--- src/hdl/rvm_pkg.sv ---
// Shared types, codes and constants for the resampling voice mixer.
// Used by rvm_div and resampling_voice_mixer; depends on nothing.
package rvm_pkg;

  // Request kinds carried in the input tuser field
  localparam logic [1:0] OP_LOAD  = 2'd0;
  localparam logic [1:0] OP_START = 2'd1;
  localparam logic [1:0] OP_MIX   = 2'd2;

  // Configuration register indexes
  localparam logic [2:0] REG_BUFFER_RATE     = 3'd0;
  localparam logic [2:0] REG_RATE_MULTIPLIER = 3'd1;
  localparam logic [2:0] REG_OUTPUT_RATE     = 3'd2;
  localparam logic [2:0] REG_LEFT_VOLUME     = 3'd3;
  localparam logic [2:0] REG_RIGHT_VOLUME    = 3'd4;
  localparam logic [2:0] REG_AMPLITUDE       = 3'd5;
  localparam logic [2:0] REG_SAMPLE_MODE     = 3'd6;
  localparam logic [2:0] REG_FRAME_COUNT     = 3'd7;

  // Register reset values
  localparam logic [31:0] RST_BUFFER_RATE     = 32'd65536;
  localparam logic [31:0] RST_RATE_MULTIPLIER = 32'd65536;
  localparam logic [23:0] RST_OUTPUT_RATE     = 24'd44100;
  localparam logic [15:0] RST_LEFT_VOLUME     = 16'd256;
  localparam logic [15:0] RST_RIGHT_VOLUME    = 16'd256;
  localparam logic [7:0]  RST_AMPLITUDE       = 8'd255;
  localparam logic [3:0]  RST_SAMPLE_MODE     = 4'd0;
  localparam logic [16:0] RST_FRAME_COUNT     = 17'd0;

  // Sample formats, sample_mode bits 1:0
  localparam logic [1:0] FMT_U8    = 2'd0;
  localparam logic [1:0] FMT_S8    = 2'd1;
  localparam logic [1:0] FMT_S16LE = 2'd2;
  localparam logic [1:0] FMT_S16BE = 2'd3;

  localparam logic [7:0] U8_BIAS   = 8'h80;
  localparam logic [8:0] GAIN_DIV  = 9'd255;

  localparam int DIVD_W = 64;
  localparam int DIVS_W = 24;

  typedef struct packed {
    logic              start;
    logic [DIVD_W-1:0] dividend;
    logic [DIVS_W-1:0] divisor;
  } div_req_t;

  typedef struct packed {
    logic              busy;
    logic [DIVD_W-1:0] quotient;
  } div_rsp_t;

  // floor(x / 255) for a 24-bit x: series estimate, then one correction step
  function automatic logic [15:0] gain_div255(input logic [23:0] x);
    logic [24:0] s;
    logic [16:0] q;
    logic [24:0] back;
    logic [24:0] rem;
    s    = {1'b0, x} + {9'b0, x[23:8]} + {17'b0, x[23:16]};
    q    = s[24:8];
    back = {q, 8'h00} - {8'b0, q};
    rem  = {1'b0, x} - back;
    if (rem >= {16'b0, GAIN_DIV}) begin
      q = q + 17'd1;
    end
    return q[15:0];
  endfunction

endpackage

--- src/hdl/rvm_div.sv ---
// Serial restoring divider, one quotient bit per cycle while busy.
// Depends on rvm_pkg for the request and response structs.
module rvm_div (
  input  logic              clk,
  input  logic              rst_n,
  input  rvm_pkg::div_req_t req,
  output rvm_pkg::div_rsp_t rsp
);

  logic                       busy_r;
  logic [5:0]                 cnt_r;
  logic [rvm_pkg::DIVD_W-1:0] quo_r;
  logic [rvm_pkg::DIVS_W-1:0] rem_r;
  logic [rvm_pkg::DIVS_W-1:0] dvs_r;

  logic [rvm_pkg::DIVS_W:0]   trial;
  logic                       ge;
  logic [rvm_pkg::DIVS_W-1:0] rem_nxt;

  always_comb begin
    trial   = {rem_r, quo_r[rvm_pkg::DIVD_W-1]};
    ge      = trial >= {1'b0, dvs_r};
    rem_nxt = ge ? rvm_pkg::DIVS_W'(trial - {1'b0, dvs_r})
                 : trial[rvm_pkg::DIVS_W-1:0];
  end

  always_ff @(posedge clk) begin
    if (!rst_n) begin
      busy_r <= 1'b0;
      cnt_r  <= '0;
    end else if (req.start) begin
      busy_r <= 1'b1;
      cnt_r  <= '0;
    end else if (busy_r) begin
      cnt_r <= cnt_r + 6'd1;
      if (cnt_r == 6'd63) begin
        busy_r <= 1'b0;
      end
    end
  end

  always_ff @(posedge clk) begin
    if (req.start) begin
      quo_r <= req.dividend;
      rem_r <= '0;
      dvs_r <= req.divisor;
    end else if (busy_r) begin
      quo_r <= {quo_r[rvm_pkg::DIVD_W-2:0], ge};
      rem_r <= rem_nxt;
    end
  end

  assign rsp.busy     = busy_r;
  assign rsp.quotient = quo_r;

endmodule
--- config.mk ---
export PLATFORM = sky130hd
export DESIGN_NAME = rvm_div
export DESIGN_NICKNAME = d
export VERILOG_FILES = /design/src/hdl/rvm_pkg.sv /design/src/hdl/rvm_div.sv
export SDC_FILE = /design/constraint.sdc
export NUM_CORES = 1
export LEC_CHECK = 0
export ABC_CLOCK_PERIOD_IN_PS = 5900
export BUFFER_PORTS_ARGS = -buffer_cell sky130_fd_sc_hd__buf_2
export CORE_MARGIN = 2
export CORE_UTILIZATION = 30
export CTS_CLUSTER_SIZE = 20
export DETAILED_ROUTE_END_ITERATION = 6
export PLACE_DENSITY_LB_ADDON = 0.15
export SLEW_MARGIN = 5
export SYNTH_ARGS = -nofsm -noshare
export SYNTH_HDL_FRONTEND = slang
export SYNTH_SLANG_ARGS = --single-unit
--- constraint.sdc ---
create_clock -name clk -period 5.9 [get_ports clk]
set_clock_uncertainty 0.1 [all_clocks]
set_input_delay 1.18 -clock clk [delete_from_list [all_inputs] [get_ports clk]]
set_output_delay 1.18 -clock clk [all_outputs]
set_load 0.02 [all_outputs]
==> summary.txt <==
Timing
  • Setup violations, final: 0
  • F_max: 313.7 MHz
  • Final Cycle Share: 54.03%
  • Fin Setup TNS: 0 ns
  • Pins Over Slew Limit: 0
  • Min cycle time layout: 3.188 ns
  • Final Hold Fails: 0
  • Relative slew slack: 37.69%
  • RSZ-0062 raised after global routing: no
  • Worst-Margin Slew: 0.9346 ns
  • Final hold slack: 0.3919 ns

Clock tree
  • CTS buffer count: 17
  • Root Buffer: clkbuf_16
  • H-tree depth: 4
  • CTS Buffer Depth: 2
  • TritonCTS clock tree: done
  • Hold Buf Count CTS: 0
  • PostCTS Resize Cnt: 0
  • Worst-Skew Late Latency: 0.41 ns
  • # Post-CTS Setup Buffers: 0
  • Clk slew on worst S/H paths: 0.06 ns
  • CTS Sinks: around 120

Drt
  • Via-to-Cell Ratio: 4.879
  • Number of DRC markers in iteration 0: 293
  • Via count: 4762
  • Drt drc: 0
  • Routed wire length: around 16 mm
  • Drt first pass iters: 4
  • ANT nets after route: 0
  • Drt wl/cell: 15.94 um

Min path
  • Worst min path class: reg -> reg
  • Worst hold path depth: 2

GRT
  • Gr ovfl total: 0
  • Vias in the first global route: 4955
  • Initial antenna violation count: 1
  • Largest net degree at the start of global routing: 70
  • Total GRT Usage: between 10% and 20%
  • First-pass GRT wire length: 25.38 mm

Critical path
  • Crit Path Category: in -> reg
  • Crit path arrival time: 3.18 ns
  • Worst Setup Start Kind: input pin
  • Crit-path max FO: 44
  • Element type at the critical path end: flip-flop
  • Worst reg-to-reg path cell count: 9
  • CP required: 5.89 ns

Finish
  • Share of cells above drive strength 1: about 37%
  • Area delta synth->final: 25.14%
  • Final non-filler cell total: about 980
  • # nets final: 810
  • Diode count: 0
  • Post-layout util: 38.50%

Pwr
  • Pwr/cell area: just over 300 mW/mm2
  • Max VDD drop: 168.7 uV
  • Final Total Pwr: about 0.0024 W
  • Leak: 3.245 nW

Logic synthesis
  • Register area share after synthesis: just over 50%
  • Syn nets: 655
  • Avg Inst Size Synth: 11.68 um2
  • Synthesis-stage register bit count: 119
  • Post-synth EDFFs: 88
  • Async SR Flop Fraction: 0%
  • Top FF cell, synth: edfxtp_1
  • Post-Synthesis Cell Area: 0.006286 mm2
  • Syn. warnings: 0
  • Netlist cell types: 69
  • Synth Instances: 538

Floorplan
  • Die ar.: 0.02213 mm2
  • Die height: 148.8 um
  • Row Count: 52
  • Die W: 148.8 um
  • Io pins: 156
  • Initial core utilization: 30.77%
  • Core Box Area: between 0.02 and 0.025 mm2

Run
  • Max-Cap Viols: 0

Placed design
  • Placer Congestion: 0.8299
  • Detail Placement HPWL: 10.94 mm
  • I/O Buffers: 155
  • Placed cells: 944

Outcome
  • Run status: complete, no violations
sequential cells by signal, indices dropped and copies added (netlist names):
| name | cells |
|---|---|
| quo_r | 64 |
| busy_r | 1 |
| cnt_r | 6 |
| dvs_r | 24 |
| rem_r | 24 |
layout make-up:
type	count	area (um2)
clock buffers	18	429.2
multi-input cells	363	2794
flip-flops and latches	119	3263
well taps	270	337.8
fillers	2068	12560
clock inverters	14	113.9
repair buffers	158	800.8
inverters	34	127.6
logic make-up after synthesis:
logic type	after synthesis	synth area share (%)
and+or+nand+nor	129	10.21
adders and majority gates	26	5.295
buffers and inverters	56	3.642
xor gates and xnor gates	15	2.090
DFF	119	51.91
muxes	75	13.22
AOI/OAI and AO/OA	118	13.63
metrics by stage:
step | worst slack [ns] | cell area, um2
finish | 2.712 | 7866
global route | 2.500 | 7866
CTS | 2.656 | 7866
global placement | 2.295 | 7323
floorplan | 2.842 | 6286
detailed placement | 2.189 | 7323
report_power, final:
| group | switching [W] | internal (W) |
|---|---|---|
| logic | 0.000247 | 0.000177 |
| registers | 0.0000383 | 0.000985 |
| clock network | 0.000419 | 0.000548 |
| total | 0.000704 | 0.00171 |
worst max-delay path, stage by stage:
cell	delay (ns)
buf_4	0.45
nor2_1	0.31
inv_2	0.75
buf_4	0.43
cell usage after synthesis, types with 2 or more instances:
cell,instances,area share [%]
nor2_2,2,0.20
nand2b_1,5,0.50
o21ai_0,12,0.96
dfxtp_1,31,9.9
a32oi_1,5,0.70
a211o_1,2,0.28
a31oi_1,2,0.20
o31ai_1,2,0.24
o31a_1,2,0.28
and4_1,2,0.28
a21o_1,5,0.60
nand2_1,26,1.6
buf_2,3,0.24
o21ai_1,8,0.64
or3_1,4,0.40
inv_1,34,2.0
a211oi_1,9,1.1
o211ai_1,2,0.24
o211a_1,2,0.32
nor3b_1,4,0.48
clkbuf_1,15,0.90
nor3_1,6,0.48
buf_4,2,0.24
and2_1,3,0.30
a31o_1,2,0.28
o21bai_1,2,0.24
mux2_2,64,11
nand4_1,3,0.30
o32ai_1,2,0.28
ha_1,25,5.0
a2111o_1,2,0.36
a21oi_1,25,2.0
xnor2_1,9,1.3
nor2b_1,5,0.50
a221o_1,2,0.32
nand3_1,8,0.64
o21a_1,8,0.96
a311oi_1,7,0.98
nor2_1,45,2.7
and3_1,6,0.60
xor2_1,6,0.84
edfxtp_1,88,42
o2111ai_1,5,0.70
mux2i_1,11,1.8
worst paths after layout:
check	start	end	slack (ns)
worst min register to register	rem_r[23]$_SDFFE_PP0P_	rem_r[23]$_SDFFE_PP0P_	0.39
worst max-delay path	req[88]	quo_r[17]$_DFFE_PP_	2.71
worst max register to register	dvs_r[1]$_DFFE_PP_	rem_r[16]$_SDFFE_PP0P_	2.72
worst min-delay path	rem_r[23]$_SDFFE_PP0P_	rem_r[23]$_SDFFE_PP0P_	0.39
per-layer routing:
layer | up-vias | global-route usage [%] | share of wire, %
li1 | 2354 | - | -
met1 | 2253 | 18.03 | 44
met2 | 144 | 23.50 | 47
met3 | 9 | 6.300 | 7.8
met4 | 2 | 3.619 | 0.74
met5 | - | 0 | 0.071
cells in the final DEF (no fill, tap or decap), drive strengths merged, types with 5 or more instances in the layout:
master	instances
a21o	5
a32oi	5
buf	158
o21ai	21
edfxtp	88
clkbuf	18
xor2	6
nand2b	5
nand3	8
ha	25
nor2	47
and3	6
o21a	8
mux2i	11
a311oi	8
a21oi	26
nor2b	6
inv	42
dfxtp	31
a211oi	10
o2111ai	5
mux2	64
nand2	27
xnor2	9
nor3	6
Note: power is estimated with default switching activity, not from simulation.
